### src/hw/rtl/bbma_pkg.sv
// Package with the frame constants, the queue entry type and the CRC and scrambler functions.
`timescale 1ns / 1ps

package bbma_pkg;

   localparam logic [7:0]  PKT_LAST      = 8'd187;
   localparam logic [7:0]  PKT_LEN       = 8'd188;
   localparam logic [11:0] DF_BYTES_Q    = 12'd374;
   localparam logic [11:0] DF_BYTES_TQ   = 12'd1454;
   localparam logic [15:0] DFL_QUARTER   = 16'd2992;
   localparam logic [15:0] DFL_THREEQ    = 16'd11632;
   localparam logic [15:0] UPL_BITS      = 16'd1504;
   localparam logic [7:0]  SYNC_VAL      = 8'h47;
   localparam logic [7:0]  MATYPE_BASE   = 8'hF0;
   localparam logic [7:0]  CRC_POLY      = 8'hD5;
   localparam logic [14:0] SCR_SEED      = 15'h00A9;
   localparam logic [3:0]  HDR_LEN       = 4'd10;

   typedef enum logic [0:0] {
      CSR_RATE_SELECT = 1'b0,
      CSR_ROLLOFF     = 1'b1
   } csr_index_type;

   // Header field positions within the BBHEADER.
   typedef enum logic [3:0] {
      HB_MATYPE1 = 4'd0,
      HB_MATYPE2 = 4'd1,
      HB_UPL_HI  = 4'd2,
      HB_UPL_LO  = 4'd3,
      HB_DFL_HI  = 4'd4,
      HB_DFL_LO  = 4'd5,
      HB_SYNC    = 4'd6,
      HB_SYNCD_HI = 4'd7,
      HB_SYNCD_LO = 4'd8,
      HB_CRC     = 4'd9
   } hdr_byte_type;

   typedef struct packed {
      logic [7:0]  data;
      logic        hdr;
      logic        rate;
      logic [1:0]  rolloff;
      logic [10:0] syncd;
      logic        last;
   } bbma_entry_type;

   function automatic logic [7:0] crc8_byte(input logic [7:0] crc, input logic [7:0] b);
      logic [7:0] c;
      c = crc ^ b;
      for (int k = 0; k < 8; k++) begin
         c = c[7] ? ({c[6:0], 1'b0} ^ CRC_POLY) : {c[6:0], 1'b0};
      end
      return c;
   endfunction

   // Eight steps of the 1+x^14+x^15 sequence: next state in the upper bits, mask below.
   function automatic logic [22:0] scr_step(input logic [14:0] lfsr);
      logic [14:0] s;
      logic [7:0]  m;
      logic        fb;
      s = lfsr;
      m = 8'd0;
      for (int k = 0; k < 8; k++) begin
         fb = s[13] ^ s[14];
         s  = {s[13:0], fb};
         m  = {m[6:0], fb};
      end
      return {s, m};
   endfunction

endpackage

### src/hw/rtl/bbma_front.sv
// Front end: packet counting, sync byte replacement by CRC-8 and frame boundary marking.
`timescale 1ns / 1ps

module bbma_front (
   input  logic                    clock,
   input  logic                    reset,
   input  logic                    req_valid,
   output logic                    req_stall,
   input  logic [7:0]              req_data_byte,
   input  logic                    rate_select,
   input  logic [1:0]              rolloff,
   input  logic                    queue_full,
   output logic                    push,
   output bbma_pkg::bbma_entry_type push_entry
);
   import bbma_pkg::*;

   logic [7:0]  pos_ff, pos_in;
   logic [7:0]  pcrc_ff, pcrc_in;
   logic [7:0]  prev_crc_ff, prev_crc_in;
   logic [10:0] fcount_ff, fcount_in;
   logic [7:0]  crc_new;
   logic [7:0]  to_boundary;
   logic [11:0] df_bytes;
   logic [11:0] count_next;
   logic        last;

   assign req_stall = queue_full;
   assign push      = req_valid && !queue_full;

   assign crc_new     = crc8_byte(pcrc_ff, req_data_byte);
   assign df_bytes    = rate_select ? DF_BYTES_TQ : DF_BYTES_Q;
   assign count_next  = {1'b0, fcount_ff} + 12'd1;
   assign last        = (count_next >= df_bytes);
   assign to_boundary = PKT_LEN - pos_ff;

   always_comb begin
      push_entry.data    = (pos_ff == 8'd0) ? prev_crc_ff : req_data_byte;
      push_entry.hdr     = (fcount_ff == 11'd0);
      push_entry.rate    = rate_select;
      push_entry.rolloff = rolloff;
      push_entry.syncd   = (pos_ff == 8'd0) ? 11'd0 : {to_boundary, 3'b000};
      push_entry.last    = last;
   end

   always_comb begin
      pos_in      = pos_ff;
      pcrc_in     = pcrc_ff;
      prev_crc_in = prev_crc_ff;
      fcount_in   = fcount_ff;
      if (push) begin
         pos_in    = (pos_ff >= PKT_LAST) ? 8'd0 : pos_ff + 8'd1;
         fcount_in = last ? 11'd0 : count_next[10:0];
         if (pos_ff == 8'd0) begin
            pcrc_in = 8'd0;
         end else begin
            pcrc_in = crc_new;
            // The payload CRC is complete on the last byte of the packet.
            if (pos_ff == PKT_LAST) begin
               prev_crc_in = crc_new;
            end
         end
      end
   end

   always_ff @(posedge clock) begin
      if (reset) begin
         pos_ff      <= 8'd0;
         pcrc_ff     <= 8'd0;
         prev_crc_ff <= 8'd0;
         fcount_ff   <= 11'd0;
      end else begin
         pos_ff      <= pos_in;
         pcrc_ff     <= pcrc_in;
         prev_crc_ff <= prev_crc_in;
         fcount_ff   <= fcount_in;
      end
   end

endmodule

### src/hw/rtl/bbma_queue.sv
// Short queue of classified bytes between the front and back ends.
`timescale 1ns / 1ps

module bbma_queue #(
   parameter int DEPTH = 4
) (
   input  logic                     clock,
   input  logic                     reset,
   input  logic                     push,
   input  bbma_pkg::bbma_entry_type push_entry,
   output logic                     full,
   input  logic                     pop,
   output logic                     empty,
   output bbma_pkg::bbma_entry_type head
);
   import bbma_pkg::*;

   localparam int PTR_W = $clog2(DEPTH);
   localparam int CNT_W = $clog2(DEPTH + 1);

   bbma_entry_type        slot_ff [DEPTH];
   logic [PTR_W-1:0]      wr_ptr_ff, wr_ptr_in;
   logic [PTR_W-1:0]      rd_ptr_ff, rd_ptr_in;
   logic [CNT_W-1:0]      count_ff, count_in;

   assign full  = (count_ff == CNT_W'(DEPTH));
   assign empty = (count_ff == '0);
   assign head  = slot_ff[rd_ptr_ff];

   always_comb begin
      wr_ptr_in = wr_ptr_ff;
      rd_ptr_in = rd_ptr_ff;
      count_in  = count_ff;
      if (push) begin
         wr_ptr_in = (wr_ptr_ff == PTR_W'(DEPTH - 1)) ? '0 : wr_ptr_ff + 1'b1;
      end
      if (pop) begin
         rd_ptr_in = (rd_ptr_ff == PTR_W'(DEPTH - 1)) ? '0 : rd_ptr_ff + 1'b1;
      end
      if (push && !pop) begin
         count_in = count_ff + 1'b1;
      end else if (pop && !push) begin
         count_in = count_ff - 1'b1;
      end
   end

   always_ff @(posedge clock) begin
      if (push) begin
         slot_ff[wr_ptr_ff] <= push_entry;
      end
   end

   always_ff @(posedge clock) begin
      if (reset) begin
         wr_ptr_ff <= '0;
         rd_ptr_ff <= '0;
         count_ff  <= '0;
      end else begin
         wr_ptr_ff <= wr_ptr_in;
         rd_ptr_ff <= rd_ptr_in;
         count_ff  <= count_in;
      end
   end

endmodule

### src/hw/rtl/bbma_back.sv
// Back end: header insertion, header CRC, scrambling and the registered output stage.
`timescale 1ns / 1ps

module bbma_back (
   input  logic                     clock,
   input  logic                     reset,
   input  logic                     empty,
   input  bbma_pkg::bbma_entry_type head,
   output logic                     pop,
   output logic                     rsp_valid,
   input  logic                     rsp_stall,
   output logic [7:0]               rsp_frame_byte,
   output logic                     rsp_frame_start,
   output logic                     rsp_frame_end,
   output logic                     rsp_run_last
);
   import bbma_pkg::*;

   logic [3:0]  idx_ff, idx_in;
   logic [7:0]  hcrc_ff, hcrc_in;
   logic [14:0] lfsr_ff, lfsr_in;
   logic        valid_ff, valid_in;
   logic [7:0]  byte_ff, byte_in;
   logic        start_ff, start_in;
   logic        end_ff, end_in;
   logic        runl_ff, runl_in;

   logic        out_load;
   logic        active;
   logic        in_header;
   logic [7:0]  hbyte;
   logic [7:0]  plain;
   logic [15:0] dfl;
   logic [14:0] lfsr_cur;
   logic [22:0] scr;

   assign out_load  = !valid_ff || !rsp_stall;
   assign active    = !empty && out_load;
   assign in_header = head.hdr && (idx_ff != HDR_LEN);
   assign pop       = active && !in_header;
   assign dfl       = head.rate ? DFL_THREEQ : DFL_QUARTER;

   always_comb begin
      case (hdr_byte_type'(idx_ff))
         HB_MATYPE1:  hbyte = MATYPE_BASE | {6'd0, head.rolloff};
         HB_MATYPE2:  hbyte = 8'd0;
         HB_UPL_HI:   hbyte = UPL_BITS[15:8];
         HB_UPL_LO:   hbyte = UPL_BITS[7:0];
         HB_DFL_HI:   hbyte = dfl[15:8];
         HB_DFL_LO:   hbyte = dfl[7:0];
         HB_SYNC:     hbyte = SYNC_VAL;
         HB_SYNCD_HI: hbyte = {5'd0, head.syncd[10:8]};
         HB_SYNCD_LO: hbyte = head.syncd[7:0];
         HB_CRC:      hbyte = hcrc_ff;
         default:     hbyte = 8'd0;
      endcase
   end

   // The scrambler restarts from its seed on the first header byte of every frame.
   assign plain    = in_header ? hbyte : head.data;
   assign lfsr_cur = (in_header && idx_ff == 4'd0) ? SCR_SEED : lfsr_ff;
   assign scr      = scr_step(lfsr_cur);

   always_comb begin
      idx_in   = idx_ff;
      hcrc_in  = hcrc_ff;
      lfsr_in  = lfsr_ff;
      valid_in = valid_ff;
      byte_in  = byte_ff;
      start_in = start_ff;
      end_in   = end_ff;
      runl_in  = runl_ff;
      if (out_load) begin
         valid_in = active;
      end
      if (active) begin
         lfsr_in  = scr[22:8];
         byte_in  = plain ^ scr[7:0];
         start_in = in_header && (idx_ff == 4'd0);
         end_in   = !in_header && head.last;
         runl_in  = !in_header;
         if (in_header) begin
            idx_in  = idx_ff + 4'd1;
            hcrc_in = crc8_byte((idx_ff == 4'd0) ? 8'd0 : hcrc_ff, hbyte);
         end else begin
            idx_in = 4'd0;
         end
      end
   end

   always_ff @(posedge clock) begin
      if (reset) begin
         idx_ff   <= 4'd0;
         lfsr_ff  <= SCR_SEED;
         valid_ff <= 1'b0;
      end else begin
         idx_ff   <= idx_in;
         lfsr_ff  <= lfsr_in;
         valid_ff <= valid_in;
      end
   end

   always_ff @(posedge clock) begin
      hcrc_ff  <= hcrc_in;
      byte_ff  <= byte_in;
      start_ff <= start_in;
      end_ff   <= end_in;
      runl_ff  <= runl_in;
   end

   assign rsp_valid       = valid_ff;
   assign rsp_frame_byte  = byte_ff;
   assign rsp_frame_start = start_ff;
   assign rsp_frame_end   = end_ff;
   assign rsp_run_last    = runl_ff;

endmodule

### src/hw/rtl/bbframe_mode_adaptation_core.sv
// Top level of the BBFRAME mode adaptation block: configuration registers and the three parts.
`timescale 1ns / 1ps

// Transport stream bytes enter at up to one per cycle and leave as scrambled BBFRAME bytes at
// one per cycle while rsp_stall is low. Each byte gives one data field byte; the first byte
// of every frame also brings the 10-byte BBHEADER in front of it. The output port, which
// sends one byte per cycle unless rsp_stall holds it, sets the rate: while a header goes
// out, the input keeps flowing into a queue of QUEUE_DEPTH entries and is stalled only once
// that fills. Results come out of a register, loaded when empty or when its result is taken.
module bbframe_mode_adaptation_core #(
   parameter int QUEUE_DEPTH = 4
) (
   input  logic       clock,
   input  logic       reset,
   input  logic       req_valid,
   output logic       req_stall,
   input  logic [7:0] req_data_byte,
   output logic       rsp_valid,
   input  logic       rsp_stall,
   output logic [7:0] rsp_frame_byte,
   output logic       rsp_frame_start,
   output logic       rsp_frame_end,
   output logic       rsp_run_last,
   input  logic       csr_write_enable,
   input  logic [0:0] csr_index,
   input  logic [1:0] csr_write_data
);
   import bbma_pkg::*;

   logic           rate_ff, rate_in;
   logic [1:0]     rolloff_ff, rolloff_in;
   logic           queue_full;
   logic           queue_empty;
   logic           push;
   logic           pop;
   bbma_entry_type push_entry;
   bbma_entry_type head;

   always_comb begin
      rate_in    = rate_ff;
      rolloff_in = rolloff_ff;
      if (csr_write_enable) begin
         case (csr_index_type'(csr_index))
            CSR_RATE_SELECT: rate_in    = csr_write_data[0];
            CSR_ROLLOFF:     rolloff_in = csr_write_data;
            default:         rate_in    = rate_ff;
         endcase
      end
   end

   always_ff @(posedge clock) begin
      if (reset) begin
         rate_ff    <= 1'b1;
         rolloff_ff <= 2'd0;
      end else begin
         rate_ff    <= rate_in;
         rolloff_ff <= rolloff_in;
      end
   end

   bbma_front u_front (
      .clock         (clock),
      .reset         (reset),
      .req_valid     (req_valid),
      .req_stall     (req_stall),
      .req_data_byte (req_data_byte),
      .rate_select   (rate_ff),
      .rolloff       (rolloff_ff),
      .queue_full    (queue_full),
      .push          (push),
      .push_entry    (push_entry)
   );

   bbma_queue #(
      .DEPTH (QUEUE_DEPTH)
   ) u_queue (
      .clock      (clock),
      .reset      (reset),
      .push       (push),
      .push_entry (push_entry),
      .full       (queue_full),
      .pop        (pop),
      .empty      (queue_empty),
      .head       (head)
   );

   bbma_back u_back (
      .clock           (clock),
      .reset           (reset),
      .empty           (queue_empty),
      .head            (head),
      .pop             (pop),
      .rsp_valid       (rsp_valid),
      .rsp_stall       (rsp_stall),
      .rsp_frame_byte  (rsp_frame_byte),
      .rsp_frame_start (rsp_frame_start),
      .rsp_frame_end   (rsp_frame_end),
      .rsp_run_last    (rsp_run_last)
   );

endmodule
### config.mk
export PLATFORM = sky130hd
export DESIGN_NAME = bbframe_mode_adaptation_core
export DESIGN_NICKNAME = d
export VERILOG_FILES = /design/src/hw/rtl/bbma_pkg.sv /design/src/hw/rtl/bbma_front.sv /design/src/hw/rtl/bbma_queue.sv /design/src/hw/rtl/bbma_back.sv /design/src/hw/rtl/bbframe_mode_adaptation_core.sv
export SDC_FILE = /design/constraint.sdc
export NUM_CORES = 1
export LEC_CHECK = 0
export ABC_CLOCK_PERIOD_IN_PS = 2900
export BUFFER_PORTS_ARGS = -buffer_cell sky130_fd_sc_hd__buf_4
export CORE_ASPECT_RATIO = 1.1
export CORE_MARGIN = 2
export CORE_UTILIZATION = 55
export DETAILED_ROUTE_END_ITERATION = 8
export PLACE_DENSITY = 0.75
export SLEW_MARGIN = 20
export SYNTH_ARGS = -nofsm -noshare
export SYNTH_HDL_FRONTEND = slang
export SYNTH_SLANG_ARGS = --single-unit
### constraint.sdc
create_clock -name clock -period 2.9 [get_ports clock]
set_input_delay 0.58 -clock clock [delete_from_list [all_inputs] [get_ports clock]]
set_output_delay 0.58 -clock clock [all_outputs]
set_load 0.01 [all_outputs]
==> reports/qor.yml <==
outcome: "finished, final reports clean"
pre_cts_slack_ns: -0.0184
overflow: 0
cp_common_cell: "ha_4"
cts_tree: "built"
finalCriticalPeriod_ns: 2.80
vias: 5771
synth_edf_count: 103
place_hpwl_mm: 12.4
core.rowCount: 47
grt_pass1_wl_mm: 28.8
worstSetupPathType: "register to register"
drc_errors: 0
critical_path.cell_chain: "ha_4 > nand3_2 > nor2_2 > and3_4 > nand3_4 > xnor2_4 > ha_4 > mux2_4 > a221o_2 > nor4b_2 > o22ai_1 > nand2_1"
clk_latency_ns: 0.43
area_growth_syn_to_layout_pct: 16.1
synth_top_area_cell: "edfxtp_1"
portBuffers: 28
clockBufferDepth: 2
leakage_uw: 0.00353
period_share: 0.967
drt_first_iter_violations: 499
setup_viol: 0
htreeDepth: 4
antenna_cells: 0
avgRoutedWirePerCell_um: 18.3
final_area_um2: 9740
synth_fp_nets: 757
core_um2: 15000
cts_sinks: 170
cts_made_buffers: 17
synth_top_area_frac: 0.369
hold_viol: 0
critPathMaxFanout: 7
clk_pin_slew_ns: 0.07
synth_seq_cells: 170
cp.required_ns: 3.26
fp.dieArea_um2: 16300
synthFlopType: "edfxtp_1"
final_nets: 806
die_w_um: 122
cp-end-kind: "register"
avgSynthCellArea_um2: 11.7
grt_pass1_vias: 5695
ctsHoldBuffers: 0
ys_types: 72
gr-usage-all-layers: 0.230
timing.fmax_mhz: 357
slew_headroom: 0.282
drtPass1Iterations: 5
drive_gt1_frac: 0.219
total_power_uw: 10400
p_per_area_nw_per_um2: 1070
placed_area_um2: 8940
tightest_slew_ns: 1.08
max-cap-violations: 0
syn_inst: 720
synth.area.top_cells: "edfxtp_1 37%, dfxtp_1 16%, mux4_2 5.1%, xnor2_1 3.9%, xor2_1 3.4%"
peakVddDrop_mv: 0.605
synthArstFlopShare: 0
cp_slowest_cell: "a221o_2"
fin_setup_tns_ns: 0
cpPeakStageDelay_ns: 0.50
ant_nets: 0
arrival_ns: 3.17
final-max-slew-violation-count: 0
layout_setup_ws_ns: 0.0959
fillers: 1118
floorplan.io_pins: 29
worst-path-buf-inv: 0
cts_root_buffer: "clkbuf_16"
critPathTopFamily: "simple AND/OR/NAND/NOR gates"
skew_ns: 0.00855
fp.dieH_um: 134
gp_congestion: 0.869
synthesis.area_um2: 8390
avgViaCountPerCell: 5.90
yosysMostFrequentCell: "edfxtp_1"
worstHoldPathType: "input pin to register"
critPathLaunchType: "register"
wirelength_mm: 17.9
start_util: 0.559
yosys-top-cells-count: "103 x edfxtp_1, 72 x nor2_1, 67 x dfxtp_1, 56 x nand2_1, 37 x xnor2_1"
grt_max_degree: 73
yosysSeqAreaShare: 0.529
synth_warnings: 0
reg2reg_slack_ns: 0.1
antenna_found_initial: 0
## logic make-up after synthesis
kind of cell | share of synthesized area
AND/OR/NAND/NOR | 0.137
flip-flops | 0.529
AO/OA/AOI/OAI | 0.104
XOR/XNOR | 0.0911
buffers and inverters | 0.0282
multiplexers | 0.0798
adder cells (fa/ha/maj) | 0.0322
## cells in the final DEF (no fill, tap or decap), types with 6 or more instances in the layout
cell	n
edfxtp_1	103
dfxtp_1	61
ha_1	18
buf_4	68
nor2_1	71
nand3_1	13
o21ai_0	19
and2_1	6
clkbuf_16	17
nand3b_1	12
xor2_1	33
mux4_2	19
mux2i_1	14
nor3_1	17
o22ai_1	9
a22oi_1	11
a21oi_1	33
nand2_1	56
xnor2_1	36
mux2_2	8
inv_1	15
nor2b_1	7
## power by group
group          internal [µW]  leakage (µW)  switching (µW)  total (µW)
sequential              3350       0.00151             307        3660
combinational           2030       0.00173            2450        4470
clock                   1300      0.000292             996        2300
total                   6680       0.00353            3750       10400
## repair_timing
item | CTS | global route
gates resized for setup | 3 | 24
hold endpoints to repair | 0 | 0
endpoints found under the setup margin | 7 | 29
pin swaps | 1 | 10
cloned | 0 | 0
buffers inserted | 0 | 6
## flip-flops by register name (all words and copies together), names as in the netlist, 2 cells and up, named ones only
name	cells
u_front.pos_ff	8
rolloff_ff	2
u_back.idx_ff	4
u_queue.wr_ptr_ff	2
u_queue.count_ff	3
u_back.rsp_frame_byte	8
u_back.lfsr_ff	15
u_queue.rd_ptr_ff	2
u_front.fcount_ff	11
u_queue.slot_ff	84
u_front.prev_crc_ff	8
u_back.hcrc_ff	8
u_front.pcrc_ff	8
## area by class of cell
cell class                 instances  area, µm²  area share
clock buffer                      17        425      0.0437
clock inverter                    15        183      0.0187
inverter                          17       63.8     0.00655
multi-input combinational        494       3860       0.396
sequential                       170       4440       0.456
tap                              196        245      0.0252
timing repair buffer              69        526      0.0539
## worst paths after layout
check | startpoint | endpoint | cells after the start
max | u_front.fcount_ff[1] | u_front.fcount_ff[5] | 12
min | csr_write_data[0] | rate_ff | 2
min reg2reg | u_front.pcrc_ff[6] | u_front.pcrc_ff[6] | 2
max reg2reg | u_front.fcount_ff[1] | u_front.fcount_ff[5] | 12
## per-stage QoR
step,hold WS [ns],instances,utilization
finish,0.393,978,0.650
global placement,0.455,939,0.596
detailed placement,0.457,939,0.596
global route,0.379,978,0.650
CTS,0.373,971,0.638
floorplan,0.444,720,-
## routing by layer
metal / up-vias / routed length, µm / track usage
met1: 2835 / 7620 / 0.294
met2: 155 / 9030 / 0.382
li1: 2742 / - / -
met4: 0 / 515 / 0.0875
met5: - / 0 / 0
met3: 39 / 692 / 0.0497
Power figures use the tool's default switching activity.
